[src/hw/rtl/tarh_pkg.sv]
// Shared types and fixed constants for the task arrival release heap.
// No dependencies; used by task_arrival_release_heap.

package tarh_pkg;

  // Field widths of one beat
  localparam int unsigned TimeW   = 16;
  localparam int unsigned IdW     = 5;
  localparam int unsigned TickW   = 32;
  localparam int unsigned QCountW = 5;

  // Tasks with an id at or above this count are ignored
  localparam int unsigned TASK_COUNT = 32;
  localparam int unsigned TaskCntW   = 9;

  // Ticks per time unit; due when tick >= arrival * TICKS_PER_UNIT
  localparam int unsigned TICKS_PER_UNIT = 100;
  localparam int unsigned TpuW  = $clog2(TICKS_PER_UNIT + 1);
  localparam int unsigned ProdW = TimeW + TpuW;
  localparam int unsigned CmpW  = (ProdW > TickW) ? ProdW : TickW;

  // Beat packing
  localparam int unsigned InDataW  = 56;
  localparam int unsigned OutDataW = 16;

  // One heap slot: arrival time and task id
  typedef struct packed {
    logic [TimeW-1:0] arr;
    logic [IdW-1:0]   id;
  } heap_entry_t;

  // Input operation codes
  typedef enum logic {
    OP_ADD  = 1'b0,
    OP_TICK = 1'b1
  } op_e;

  // Sequencer states
  typedef enum logic [3:0] {
    ST_IDLE,
    ST_UP_RD,
    ST_UP_CMP,
    ST_TK_MUL,
    ST_TK_CMP,
    ST_TK_LAST,
    ST_DN_RDL,
    ST_DN_RDR,
    ST_DN_SEL,
    ST_DN_CMP,
    ST_WR_FIN,
    ST_DONE
  } state_e;

endpackage

[src/hw/rtl/task_arrival_release_heap.sv]
// Task arrival release heap: min-heap of pending tasks keyed on arrival time.
// Depends on tarh_pkg.
//
// Usage: one input beat on the s_axis channel per command. tuser selects an
// add (0) or a timer tick (1). An add with arrival time zero starts its task
// at once; otherwise the task is pushed and sifted up, or rejected if the
// heap is full. A tick pops the top task when current_tick / TICKS_PER_UNIT
// reaches its arrival time and sifts the moved entry down; every input beat
// yields one result beat on m_axis.
// Sequence: an add that starts, is dropped or is rejected and a tick on an
// empty heap go straight to the result; a tick reads the top, forms
// arrival * TICKS_PER_UNIT and compares it with the tick; a push reads and
// compares the parent at each level it climbs; a pop fetches the last entry
// and walks the heap RAM down level by level, reading the left child and,
// where one exists, the right, picking the earlier and comparing, then
// writes the moved entry to its slot. The heap RAM has one read and one write
// port. Input is taken only while the sequencer is idle, so a beat is not taken until the last result is loaded.
// A stalled receiver holds the result in the output register; the next
// command is still accepted and runs until its own result is ready. Reset
// empties the heap and drops any pending result; heap RAM is not cleared.

module task_arrival_release_heap #(
  parameter int unsigned HEAP_CAPACITY = 16
) (
  input  logic                          clk_i,
  input  logic                          rst_ni,
  input  logic                          s_axis_tvalid_i,
  output logic                          s_axis_tready_o,
  // tdata: task_id[4:0], arrival_time[20:5], current_tick[52:21], zero pad
  input  logic [tarh_pkg::InDataW-1:0]  s_axis_tdata_i,
  // tuser: operation[0]
  input  logic                          s_axis_tuser_i,
  output logic                          m_axis_tvalid_o,
  input  logic                          m_axis_tready_i,
  // tdata: started[0], started_task_id[5:1], rejected_full[6],
  //        queued_count[11:7], zero pad
  output logic [tarh_pkg::OutDataW-1:0] m_axis_tdata_o
);

  localparam int unsigned CntW  = $clog2(HEAP_CAPACITY + 1);
  localparam int unsigned SlotW = CntW + 1;
  localparam int unsigned AddrW = $clog2(HEAP_CAPACITY);

  // Input field split
  logic [tarh_pkg::IdW-1:0]   in_id;
  logic [tarh_pkg::TimeW-1:0] in_arr;
  logic [tarh_pkg::TickW-1:0] in_tick;
  tarh_pkg::op_e              in_op;

  assign in_id   = s_axis_tdata_i[4:0];
  assign in_arr  = s_axis_tdata_i[20:5];
  assign in_tick = s_axis_tdata_i[52:21];
  assign in_op   = tarh_pkg::op_e'(s_axis_tuser_i);

  // Registers
  tarh_pkg::state_e           state_q, state_d;
  logic [CntW-1:0]            count_q, count_d;
  logic [SlotW-1:0]           k_q, k_d;
  logic [SlotW-1:0]           j_q, j_d;
  tarh_pkg::heap_entry_t      x_q, x_d;
  tarh_pkg::heap_entry_t      ch_q, ch_d;
  tarh_pkg::heap_entry_t      top_q, top_d;
  logic [tarh_pkg::TickW-1:0] tick_q, tick_d;
  logic [tarh_pkg::ProdW-1:0] prod_q, prod_d;
  logic                       started_q, started_d;
  logic [tarh_pkg::IdW-1:0]   sid_q, sid_d;
  logic                       rej_q, rej_d;
  logic                       out_vld_q, out_vld_d;
  logic [tarh_pkg::OutDataW-1:0] out_q, out_d;

  // Heap RAM
  tarh_pkg::heap_entry_t      mem_q [HEAP_CAPACITY];
  tarh_pkg::heap_entry_t      rdata_q;
  logic [AddrW-1:0]           rd_addr;
  logic                       we;
  logic [AddrW-1:0]           wr_addr;
  tarh_pkg::heap_entry_t      wdata;

  // Shared decode
  logic             accept;
  logic             id_ok;
  logic             full;
  logic [SlotW-1:0] count_ext;
  logic [SlotW-1:0] k_dbl;
  logic             due;
  logic             out_free;
  logic [CntW+4:0]  count_wide;

  assign s_axis_tready_o = (state_q == tarh_pkg::ST_IDLE);
  assign accept    = s_axis_tvalid_i && s_axis_tready_o;
  assign id_ok     = {4'b0, in_id} < tarh_pkg::TaskCntW'(tarh_pkg::TASK_COUNT);
  assign full      = count_q >= CntW'(HEAP_CAPACITY);
  assign count_ext = SlotW'(count_q);
  assign k_dbl     = k_q << 1;
  assign due       = tarh_pkg::CmpW'(tick_q) >= tarh_pkg::CmpW'(prod_q);
  assign out_free  = !out_vld_q || m_axis_tready_i;
  assign count_wide = {5'b0, count_q};

  // Next state
  always_comb begin
    state_d = state_q;
    case (state_q)
      tarh_pkg::ST_IDLE: begin
        if (accept) begin
          if (in_op == tarh_pkg::OP_ADD) begin
            if (id_ok && in_arr != '0 && !full) begin
              state_d = tarh_pkg::ST_UP_RD;
            end else begin
              state_d = tarh_pkg::ST_DONE;
            end
          end else if (count_q != '0) begin
            state_d = tarh_pkg::ST_TK_MUL;
          end else begin
            state_d = tarh_pkg::ST_DONE;
          end
        end
      end
      tarh_pkg::ST_UP_RD: begin
        state_d = (k_q == SlotW'(1)) ? tarh_pkg::ST_WR_FIN : tarh_pkg::ST_UP_CMP;
      end
      tarh_pkg::ST_UP_CMP: begin
        state_d = (x_q.arr < rdata_q.arr) ? tarh_pkg::ST_UP_RD : tarh_pkg::ST_WR_FIN;
      end
      tarh_pkg::ST_TK_MUL: state_d = tarh_pkg::ST_TK_CMP;
      tarh_pkg::ST_TK_CMP: begin
        state_d = due ? tarh_pkg::ST_TK_LAST : tarh_pkg::ST_DONE;
      end
      tarh_pkg::ST_TK_LAST: state_d = tarh_pkg::ST_DN_RDL;
      tarh_pkg::ST_DN_RDL: begin
        state_d = (k_dbl > count_ext) ? tarh_pkg::ST_WR_FIN : tarh_pkg::ST_DN_RDR;
      end
      tarh_pkg::ST_DN_RDR: begin
        state_d = (k_dbl < count_ext) ? tarh_pkg::ST_DN_SEL : tarh_pkg::ST_DN_CMP;
      end
      tarh_pkg::ST_DN_SEL: state_d = tarh_pkg::ST_DN_CMP;
      tarh_pkg::ST_DN_CMP: begin
        state_d = (x_q.arr < ch_q.arr) ? tarh_pkg::ST_WR_FIN : tarh_pkg::ST_DN_RDL;
      end
      tarh_pkg::ST_WR_FIN: state_d = tarh_pkg::ST_DONE;
      tarh_pkg::ST_DONE: begin
        if (out_free) begin
          state_d = tarh_pkg::ST_IDLE;
        end
      end
      default: state_d = tarh_pkg::ST_IDLE;
    endcase
  end

  // Datapath and RAM control
  always_comb begin
    count_d   = count_q;
    k_d       = k_q;
    j_d       = j_q;
    x_d       = x_q;
    ch_d      = ch_q;
    top_d     = top_q;
    tick_d    = tick_q;
    prod_d    = prod_q;
    started_d = started_q;
    sid_d     = sid_q;
    rej_d     = rej_q;
    out_vld_d = out_vld_q;
    out_d     = out_q;
    rd_addr   = '0;
    we        = 1'b0;
    wr_addr   = AddrW'(k_q - SlotW'(1));
    wdata     = x_q;

    // Result leaves the output register
    if (m_axis_tready_i) begin
      out_vld_d = 1'b0;
    end

    case (state_q)
      tarh_pkg::ST_IDLE: begin
        // slot 1 is read here so a tick sees the top next cycle
        rd_addr = '0;
        if (accept) begin
          started_d = 1'b0;
          sid_d     = '0;
          rej_d     = 1'b0;
          x_d.arr   = in_arr;
          x_d.id    = in_id;
          tick_d    = in_tick;
          if (in_op == tarh_pkg::OP_ADD && id_ok) begin
            if (in_arr == '0) begin
              started_d = 1'b1;
              sid_d     = in_id;
            end else if (full) begin
              rej_d = 1'b1;
            end else begin
              count_d = count_q + CntW'(1);
              k_d     = count_ext + SlotW'(1);
            end
          end
        end
      end
      tarh_pkg::ST_UP_RD: begin
        rd_addr = AddrW'((k_q >> 1) - SlotW'(1));
      end
      tarh_pkg::ST_UP_CMP: begin
        // parent moves down into the hole
        if (x_q.arr < rdata_q.arr) begin
          we    = 1'b1;
          wdata = rdata_q;
          k_d   = k_q >> 1;
        end
      end
      tarh_pkg::ST_TK_MUL: begin
        top_d  = rdata_q;
        prod_d = tarh_pkg::ProdW'(rdata_q.arr) *
                 tarh_pkg::ProdW'(tarh_pkg::TICKS_PER_UNIT);
      end
      tarh_pkg::ST_TK_CMP: begin
        // fetch the last entry
        rd_addr = AddrW'(count_ext - SlotW'(1));
        if (due) begin
          started_d = 1'b1;
          sid_d     = top_q.id;
          count_d   = count_q - CntW'(1);
        end
      end
      tarh_pkg::ST_TK_LAST: begin
        x_d = rdata_q;
        k_d = SlotW'(1);
      end
      tarh_pkg::ST_DN_RDL: begin
        rd_addr = AddrW'(k_dbl - SlotW'(1));
      end
      tarh_pkg::ST_DN_RDR: begin
        rd_addr = AddrW'(k_dbl);
        ch_d    = rdata_q;
        j_d     = k_dbl;
      end
      tarh_pkg::ST_DN_SEL: begin
        // right child only when strictly earlier
        if (ch_q.arr > rdata_q.arr) begin
          ch_d = rdata_q;
          j_d  = j_q + SlotW'(1);
        end
      end
      tarh_pkg::ST_DN_CMP: begin
        if (!(x_q.arr < ch_q.arr)) begin
          we    = 1'b1;
          wdata = ch_q;
          k_d   = j_q;
        end
      end
      tarh_pkg::ST_WR_FIN: begin
        we    = 1'b1;
        wdata = x_q;
      end
      tarh_pkg::ST_DONE: begin
        if (out_free) begin
          out_vld_d = 1'b1;
          out_d     = {4'b0, count_wide[4:0], rej_q, sid_q, started_q};
        end
      end
      default: begin
        rd_addr = '0;
      end
    endcase
  end

  // Control registers
  always_ff @(posedge clk_i or negedge rst_ni) begin
    if (!rst_ni) begin
      state_q   <= tarh_pkg::ST_IDLE;
      count_q   <= '0;
      out_vld_q <= 1'b0;
    end else begin
      state_q   <= state_d;
      count_q   <= count_d;
      out_vld_q <= out_vld_d;
    end
  end

  // Payload registers
  always_ff @(posedge clk_i) begin
    k_q       <= k_d;
    j_q       <= j_d;
    x_q       <= x_d;
    ch_q      <= ch_d;
    top_q     <= top_d;
    tick_q    <= tick_d;
    prod_q    <= prod_d;
    started_q <= started_d;
    sid_q     <= sid_d;
    rej_q     <= rej_d;
    out_q     <= out_d;
  end

  // Heap RAM: one write, one registered read
  always_ff @(posedge clk_i) begin
    if (we) begin
      mem_q[wr_addr] <= wdata;
    end
    rdata_q <= mem_q[rd_addr];
  end

  assign m_axis_tvalid_o = out_vld_q;
  assign m_axis_tdata_o  = out_q;

endmodule
[config.mk]
export PLATFORM = sky130hd
export DESIGN_NAME = task_arrival_release_heap
export DESIGN_NICKNAME = d
export VERILOG_FILES = /design/src/hw/rtl/tarh_pkg.sv /design/src/hw/rtl/task_arrival_release_heap.sv
export SDC_FILE = /design/constraint.sdc
export NUM_CORES = 1
export LEC_CHECK = 0
export ABC_AREA = 1
export ABC_CLOCK_PERIOD_IN_PS = 7600
export BUFFER_PORTS_ARGS = -buffer_cell sky130_fd_sc_hd__buf_4
export CAP_MARGIN = 30
export CORE_MARGIN = 2
export CORE_UTILIZATION = 34
export DETAILED_ROUTE_END_ITERATION = 12
export GPL_TIMING_DRIVEN = 0
export PLACE_DENSITY = 0.5
export REMOVE_ABC_BUFFERS = 1
export SLEW_MARGIN = 40
export SYNTH_ARGS = -nofsm -noshare
export SYNTH_HDL_FRONTEND = slang
export SYNTH_SLANG_ARGS = --single-unit
[constraint.sdc]
create_clock -name clk_i -period 7.6 [get_ports clk_i]
set_input_delay 0.38 -clock clk_i [delete_from_list [all_inputs] [get_ports clk_i]]
set_output_delay 0.38 -clock clk_i [all_outputs]
set_load 0.02 [all_outputs]
==> results of run 1 <==
where the power goes:
group | switching [mW] | internal [mW] | total, mW
clock network | 1.11 | 1.73 | 2.84
logic | 4.07 | 2.10 | 6.17
registers | 0.303 | 3.97 | 4.28
cell usage in the layout (no fill, tap or decap), types with 17 or more instances in the layout:
| master | Yosys | final |
|---|---|---|
| nand2_1 | 632 | 628 |
| edfxtp_1 | 467 | 467 |
| nand3_1 | 356 | 356 |
| inv_1 | 298 | 296 |
| ha_1 | 137 | 137 |
| o21ai_0 | 75 | 75 |
| buf_4 | 15 | 71 |
| nand3b_1 | 66 | 66 |
| nor2_1 | 77 | 57 |
| clkbuf_16 | 0 | 56 |
| a21oi_1 | 52 | 51 |
| dlygate4sd3_1 | 0 | 33 |
| buf_8 | 0 | 25 |
| nor2_4 | 1 | 21 |
| dfxtp_1 | 21 | 21 |
| xor2_1 | 18 | 18 |
| buf_16 | 0 | 17 |
routing by layer:
metal | vias up | routed length [um] | GRT usage, % | part of all wire (%)
met5 | - | 0 | 0 | 0
met4 | 0 | 1850 | 5.34 | 2.9
met3 | 110 | 3020 | 2.58 | 4.8
met2 | 427 | 30100 | 28.5 | 48
met1 | 8079 | 28000 | 22.2 | 44
li1 | 8281 | - | - | -
path summary, 6_finish.rpt:
| check | cells after the start | from | endpoint | slack (ps) |
|---|---|---|---|---|
| min in group asynchronous | 2 | rst_ni | m_axis_tvalid_o | 150 |
| max in group asynchronous | 2 | rst_ni | state_q[2] | 7290 |
| max reg2reg | 10 | x_q[20] | mem_q[15][7] | 3600 |
| min reg2reg | 0 | started_q | m_axis_tdata_o[0] | 420 |
| min | 4 | m_axis_tready_i | m_axis_tvalid_o | 60 |
| max | 10 | x_q[20] | mem_q[15][7] | 3600 |
state kept, by name (all words and copies together) (netlist names), 5 cells and up:
name and flops:
top_q 5, count_q 5, m_axis_tdata_o 12, x_q 21, ch_q 21, j_q 6
rdata_q 21, tick_q 32, prod_q 21, mem_q 336, sid_q 5, k_q 6
layout make-up:
| class | instances | area [um2] |
|---|---|---|
| antenna | 2 | 5.00 |
| clock buffer | 71 | 1530 |
| clock inverter | 33 | 428 |
| fill | 6795 | 42200 |
| inverter | 303 | 1150 |
| multi-input combinational | 1491 | 8360 |
| sequential | 498 | 14700 |
| tap | 950 | 1190 |
| timing repair buffer | 151 | 1810 |
kinds of logic (layout without fill, tap and decap cells):
group | Yosys count | in the layout
AOI/OAI and AO/OA | 156 | 156
adders and majority gates | 149 | 149
DFF | 498 | 498
other | 1 | 6
and+or+nand+nor | 1156 | 1156
xor gates and xnor gates | 26 | 26
buffers and inverters | 404 | 558
through the flow:
stage                     std cells  hold WS [ps]
final                          3499          58.5
after global routing           3497          64.3
after global placement         3313           222
after floorplan                2292          84.4
after CTS                      3497          23.2
after detailed placement       3360           224
worst register-to-register path, cell delays in order, from the launching register on:
cell	delay [ps]
edfxtp_1	440
ha_1	330
a21oi_1	150
o21ai_0	120
a21oi_1	420
nand2_1	230
nand2_1	570
nand2_1	230
inv_1	570
nand2_1	120
nand2_1	530
repair_timing:
item                      CTS  global route
hold endpoints to repair   42             0
hold buffers               33             0
resized for setup           0             0
==> flow_summary.toml, run 1 <==
[sta]
timing.final.ws_setup_ps = 3600
fin_setup_tns_ps = 0
finalMaxSlewViolations = 0
setup_violations = 0
final.min_clock_period_ps = 4000
grt_setup_unrepaired = "false"
hold_violations = 0
max_slew_margin_pct = 46.8
worstMarginPinSlew_ps = 795
skew_ps = 24.6
min_period_over_period_pct = 52.6
clock.fmax_mhz = 250

[global_route]
antenna_found_initial = 1
grt_overflow = 0
grt_pass1_wl_um = 96500
grt_max_degree = 84
grt_pass1_vias = 16444
track_usage_pct = 16.9

[placement]
preCtsSetupSlack_ps = 3630
dp_hpwl_um = 42000
gp_congestion = 0.869
numPortBuffers = 71
placed_area_mm2 = 0.0269

[yosys]
synth_most_common_cell = "nand2_1"
post_synth_and_or_nand_nor_area_fraction_pct = 20.8
synth.area.mux_share_pct = 0
ys_ff_latch = 498
synth_top_family_by_area = "simple AND/OR/NAND/NOR gates"
async_flop_share_pct = 2.01
yosysWarnings = 0
synth-xor-area-share_pct = 0.930
synth_edf_count = 467
yosys_most_used_dff = "edfxtp_1"
synth_compound_area_share_pct = 3.53
synth_top_area_cell = "edfxtp_1"
synthDistinctLibCells = 43
ys_seq_area_share_pct = 60.0
synthTopCellsByCount = "nand2_1, edfxtp_1, nand3_1"
netlist_area_mm2 = 0.0245
yosys.area_share.adder_pct = 7.98
netlist_top_cells_area = "edfxtp_1, nand2_1, nand3_1"
syn_area_per_cell_um2 = 10.2
synthCells = 2390
synth_top_area_share_pct = 57.3

[clock_network]
htree_levels = 2
cts-buffers-inserted = 55
post_cts.repair.setup_buffers = 0
clkLatencyLatePin_ps = 620
clock_sinks = 498
clockRootBuffer = "clkbuf_16"
path_clk_slew_ps = 60
cts_tree = "yes"
cts.path.max_buffers = 3

[pwr]
power_mw = 13.3
power-per-cell-area_mw_per_mm2 = 456
p_leak_nw = 12.0
ir_worst_vdd_uv = 228

[detailed_routing]
vias = 16897
drt_iter0_drc = 1159
ant_nets = 0
drcViolationCount = 0
routed_wirelength_um = 63000
drt_pass1_iterations = 5
wire_per_inst_um = 18.0
via_per_inst = 4.83

[floorplanning]
coreArea_mm2 = 0.0714
start_util_pct = 34.3
die_w_um = 272
pin_count = 79
die_h_um = 272
die-area_mm2 = 0.0742
num_rows = 98

[finish]
layout-drive-gt1-share_pct = 9.82
finalNetCount = 2710
fin_area_mm2 = 0.0292
fin_util_pct = 40.9
area_growth_pct = 19.1

[worst_setup_path]
start_kind = "flop"
path_common_cell = "nand2_1"
timing.critical_path.buf_inv = 1
crit_fanout = 21
worstSetupEndpointType = "flop"
crit_required_ps = 7920
slowest_delay_ps = 570
timing.critical_path.cells = "ha_1 -> a21oi_1 -> o21ai_0 -> a21oi_1 -> nand2_1 -> nand2_1 -> nand2_1 -> inv_1 -> nand2_1 -> nand2_1"
crit_family = "simple AND/OR/NAND/NOR gates"
critical_path_class = "flop to flop"
arrival_ps = 4320
crit_path_top_delay_cell = "nand2_1"

[job]
cap_violations = 0

[hold_path]
hp-class = "input pin to flop"

[status]
status = "completed"
(Power assumes the default switching activity.)
==> run 2, diff against run 1 <==
- ABC_AREA: 1 -> 0
- ABC_CLOCK_PERIOD_IN_PS: 7600 -> 4120
- clock period: 7.6 -> 4.12 ns (I/O delays scaled with it)
==> run 2 against run 1 <==
Compared with the run above:
- worst setup slack lost 3500 ps
- via count is 25% lower
- fmax grew 0.63%
- largest power group unchanged
==> flow_summary.toml, run 2 <==
[pwr]
power_mw = 24.4
power-per-cell-area_mw_per_mm2 = 886
ir_worst_vdd_uv = 346
p_leak_nw = 9.98

[floorplanning]
die_h_um = 265
coreArea_mm2 = 0.0673
die-area_mm2 = 0.0701
start_util_pct = 34.3
num_rows = 95
die_w_um = 265
pin_count = 79

[yosys]
synth_top_area_cell = "edfxtp_1"
synth_most_common_cell = "edfxtp_1"
synth_edf_count = 467
synthCells = 1409
yosys_most_used_dff = "edfxtp_1"
synthDistinctLibCells = 77
syn_area_per_cell_um2 = 16.4
async_flop_share_pct = 2.01
synth_top_area_share_pct = 60.7
yosysWarnings = 0
ys_ff_latch = 498
synthTopCellsByCount = "edfxtp_1, ha_1, inv_1"
netlist_top_cells_area = "edfxtp_1, ha_1, mux4_2"
ys_seq_area_share_pct = 63.6
netlist_area_mm2 = 0.0231

[worst_setup_path]
worstSetupEndpointType = "flop"
timing.critical_path.buf_inv = 2
timing.critical_path.cells = "inv_1 -> ha_1 -> and4_1 -> nor3b_1 -> a311oi_1 -> o211a_4 -> nor3_1 -> nor2_1 -> and2_2 -> buf_8"
crit_path_top_delay_cell = "dfxtp_1"
arrival_ps = 4290
crit_required_ps = 4430
slowest_delay_ps = 570
r2r_slack_ps = 150
start_kind = "flop"
crit_family = "simple AND/OR/NAND/NOR gates"
critical_path_class = "flop to flop"
crit_fanout = 23

[sta]
clock.fmax_mhz = 252
finalMaxSlewViolations = 0
worstMarginPinSlew_ps = 754
min_period_over_period_pct = 96.4
final.min_clock_period_ps = 3970
setup_violations = 0
hold_violations = 0
max_slew_margin_pct = 49.3
skew_ps = 27.6

[detailed_routing]
wire_per_inst_um = 22.5
routed_wirelength_um = 56400
drt_pass1_iterations = 5
ant_nets = 0
vias = 12719
drcViolationCount = 0
drt_iter0_drc = 1031
via_per_inst = 5.08

[finish]
reg_top3 = "mem_q (336), tick_q (32)"
area.sequential_mm2 = 0.0147
final_cell_mix = "edfxtp_1, ha_1, inv_1, buf_4, mux2i_1"
multi_input_area_mm2 = 0.00776
finalNetCount = 1799
fillers = 6175
regMostFlops = "mem_q"
fin_util_pct = 40.9
layout-drive-gt1-share_pct = 19.0
final_common_cell = "edfxtp_1"
diodes = 0
largest_reg_flops = 336
area_growth_pct = 19.1

[global_route]
grt_pass1_vias = 13181
antenna_found_initial = 0
grt_max_degree = 27
grt_overflow = 0
track_usage_pct = 16.2
grt_pass1_wl_um = 84300

[clock_network]
cts.path.max_buffers = 3
htree_levels = 2
path_clk_slew_ps = 60
clkLatencyLatePin_ps = 620
clock_sinks = 498
cts_tree = "yes"
cts-buffers-inserted = 55
clockRootBuffer = "clkbuf_16"

[hold_path]
hp-class = "input pin to flop"

[placement]
dp_hpwl_um = 36600
gp_congestion = 0.838
numPortBuffers = 71

[job]
cap_violations = 0

[status]
status = "completed"
## run 2: changes by cell type after synthesis, moves of 18 or more
cell	previous run	this run
a21o_1	1	33
a22o_1	0	26
and2_1	0	18
buf_2	54	16
inv_1	298	113
mux2_2	0	22
mux2i_1	0	71
mux4_1	0	36
mux4_2	0	48
nand2_1	632	41
nand3_1	356	14
nand3b_1	66	2
nor2_1	77	36
o21ai_0	75	33
## run 2: what timing repair did
item | CTS | global route
setup buffers | 3 | 7
gates resized for setup | 15 | 3
endpoints found under the hold margin | 72 | 0
pin swaps | 0 | 0
hold buffers | 58 | 0
endpoints found under the setup margin | 50 | 9
## run 2: cell families after synthesis
| family | after synthesis | synth area share (%) |
|---|---|---|
| AO/OA/AOI/OAI | 206 | 6.09 |
| multiplexers | 177 | 12.9 |
| other | 1 | 0.0162 |
| XOR/XNOR | 32 | 1.21 |
| buffers and inverters | 166 | 3.57 |
| flip-flops | 498 | 63.6 |
| AND/OR/NAND/NOR | 180 | 4.13 |
| adder cells (fa/ha/maj) | 149 | 8.46 |
## run 2: worst paths after layout
kind	depth (start not counted)	start	to
min in group asynchronous	3	rst_ni	count_q[3]
max	10	rdata_q[13]	mem_q[3][19]
min reg2reg	0	rej_q	m_axis_tdata_o[6]
max reg2reg	10	rdata_q[13]	mem_q[3][19]
max in group asynchronous	3	rst_ni	state_q[0]
min	2	s_axis_tdata_i[48]	tick_q[27]
## run 2: through the flow
stage | TNS (ps) | instances | area [um2] | hold WS (ps) | setup WS [ps]
final | 0 | 2506 | 27500 | 320 | 146
after global routing | -3.28 | 2506 | 27500 | 289 | -3.28
after CTS | 0 | 2499 | 27400 | 275 | 6.54
after detailed placement | -8630 | 2337 | 25100 | 50.2 | -519
after global placement | -1004680 | 2304 | 24300 | 48.6 | -5220
after floorplan | -21820 | 1360 | 22700 | -89.6 | -1050
## run 2: area by class of cell
class | count | area share (%)
Sequential cell | 498 | 53.5
Multi-Input combinational cell | 748 | 28.2
Timing Repair Buffer | 172 | 6.45
Clock buffer | 83 | 5.57
Tap cell | 873 | 3.97
Inverter | 114 | 1.60
Clock inverter | 18 | 0.714
## run 2: layer usage
layer	wire length, um	GRT usage, %	part of all wire (%)
met3	2370	2.79	4.2
met4	1180	3.70	2.1
met5	0	0	0
met1	25700	22.1	46
met2	27100	27.0	48
## run 2: power breakdown
group	internal [mW]	leakage, nW	switching (mW)
clock	2.76	0.843	2.03
combinational	5.10	4.62	6.39
sequential	7.43	4.52	0.660
total	15.3	9.98	9.08
==> run 3, diff against run 2 <==
==> constraint.sdc (replaced) <==
create_clock -name clk_i -period 4.12 [get_ports clk_i]
set_input_delay 0 -clock clk_i [delete_from_list [all_inputs] [get_ports clk_i]]
set_output_delay 0 -clock clk_i [all_outputs]
set_load 0.02 [all_outputs]
==> run 3 against run 2 <==
Compared with the run above:
- clock power hardly changed
- highest routed layer unchanged
- critical path type unchanged
- worst setup slack worse by 3.0 ps
- combinational power about the same
- sequential share of layout area is 0.10 points lower
==> flow_summary.toml, run 3 (synthesis results as in run 2) <==
[status]
status = "completed"

[finish]
largest_reg_flops = 336
regMostFlops = "mem_q"
final_common_cell = "edfxtp_1"
area.sequential_mm2 = 0.0147
finalNetCount = 1804
fillers = 6171
area_growth_pct = 19.3
multi_input_area_mm2 = 0.00776
final_cell_mix = "edfxtp_1, ha_1, inv_1, buf_4, mux2i_1"
fin_util_pct = 41.0
layout.cells.non_filler = 2512
layout-drive-gt1-share_pct = 19.0
reg_top3 = "mem_q (336), tick_q (32)"

[clock_network]
clock_sinks = 498
clkLatencyLatePin_ps = 620
cts_tree = "yes"
cts.path.max_buffers = 3
htree_levels = 2
path_clk_slew_ps = 60
cts-buffers-inserted = 55
clockRootBuffer = "clkbuf_16"

[worst_setup_path]
arrival_ps = 4290
rr_worst_depth = 10
crit_fanout = 23
crit_required_ps = 4430
crit_path_top_delay_cell = "dfxtp_1"
timing.critical_path.buf_inv = 2
start_kind = "flop"
worstSetupPathDepth = 10
crit_start = "rdata_q[13]"
timing.critical_path.cells = "inv_1 -> ha_1 -> and4_1 -> nor3b_1 -> a311oi_1 -> o211a_4 -> nor3_1 -> nor2_1 -> and2_2 -> buf_8"
rr_endpoint = "mem_q[3][19]"
cp-endpoint = "mem_q[3][19]"
critical_path_class = "flop to flop"
crit_family = "simple AND/OR/NAND/NOR gates"
slowest_delay_ps = 570
r2r_slack_ps = 140
reg2reg_from = "rdata_q[13]"
worstSetupEndpointType = "flop"

[detailed_routing]
routed.top_layer = "met4"
drt_iter0_drc = 937
met3_length_um = 2350
vias = 12696
wl_met2_um = 27100
via_per_inst = 5.05
drt_pass1_iterations = 4
wire_per_inst_um = 22.5
drcViolationCount = 0
route.layer.met1.wl_um = 25800
routed_wirelength_um = 56400
ant_nets = 0

[placement]
numPortBuffers = 71
dp_hpwl_um = 36600
gp_congestion = 0.838
place_inst = 2337
preCtsSetupSlack_ps = -519

[hold_path]
hp-class = "input pin to flop"
hp-start = "s_axis_tdata_i[48]"
whs_path_depth = 2

[sta]
max_slew_margin_pct = 48.8
fin_hold_ws_ps = 113
final.min_clock_period_ps = 3980
worstMarginPinSlew_ps = 761
hold_violations = 0
clock.fmax_mhz = 251
min_period_over_period_pct = 96.5
finalMaxSlewViolations = 0
setup_violations = 0
skew_ps = 25.6
timing.final.ws_setup_ps = 143

[global_route]
grt_overflow = 0
grt_pass1_vias = 13199
grt_max_degree = 27
antenna_found_initial = 0
track_usage_pct = 16.2
grt_pass1_wl_um = 84400

[pwr]
ir_worst_vdd_uv = 347
power-per-cell-area_mw_per_mm2 = 884
power_mw = 24.4
p_leak_nw = 10.0

[floorplanning]
die-area_mm2 = 0.0701
start_util_pct = 34.3
coreArea_mm2 = 0.0673
pin_count = 79
die_w_um = 265
num_rows = 95
die_h_um = 265

[job]
cap_violations = 0
run 3: changes by cell type in the layout (fill, tap and decap cells not counted):
cell,delta
diode_2,+1
dlygate4sd3_1,+5
run 3: timing repair:
| action | 4_1_cts | 5_1_grt |
|---|---|---|
| pin swaps | 0 | 0 |
| setup buffers | 3 | 7 |
| hold buffers | 63 | 0 |
| resized for setup | 15 | 3 |
| endpoints found under the setup margin | 50 | 9 |
| endpoints found under the hold margin | 85 | 0 |
run 3: area by class of cell:
| type | instances | share of cell area (%) |
|---|---|---|
| sequential | 498 | 53.4 |
| multi-input combinational | 748 | 28.2 |
| timing repair buffer | 177 | 6.62 |
| clock buffer | 83 | 5.56 |
| tap | 873 | 3.96 |
| inverter | 114 | 1.60 |
| clock inverter | 18 | 0.713 |
| antenna | 1 | 0.00908 |
run 3: stage by stage:
stage                      TNS, ps  cell area [um2]
after detailed placement     -8630            25100
final                            0            27600
after floorplan             -21820            22700
after global placement    -1004680            24300
after global routing         -3.28            27600
after CTS                        0            27500
run 3: metal layers:
layer | global-route usage (%) | vias up
met5 | 0 | -
met4 | 3.70 | 0
met3 | 2.79 | 68
met2 | 27.1 | 246
met1 | 22.1 | 6503
li1 | - | 5879
run 3: how the worst min path moves through the flow:
| stage | to | slack [ps] |
|---|---|---|
| after global routing | tick_q[4] | 80 |
| after floorplan | count_q[0] | -300 |
| after detailed placement | count_q[0] | -160 |
| final | tick_q[27] | 110 |
| after CTS | tick_q[31] | 70 |
| after global placement | count_q[0] | -160 |
run 3: report_power, final:
part,internal [mW],switching (mW)
registers,7.43,0.658
clock network,2.76,2.03
logic,5.11,6.39
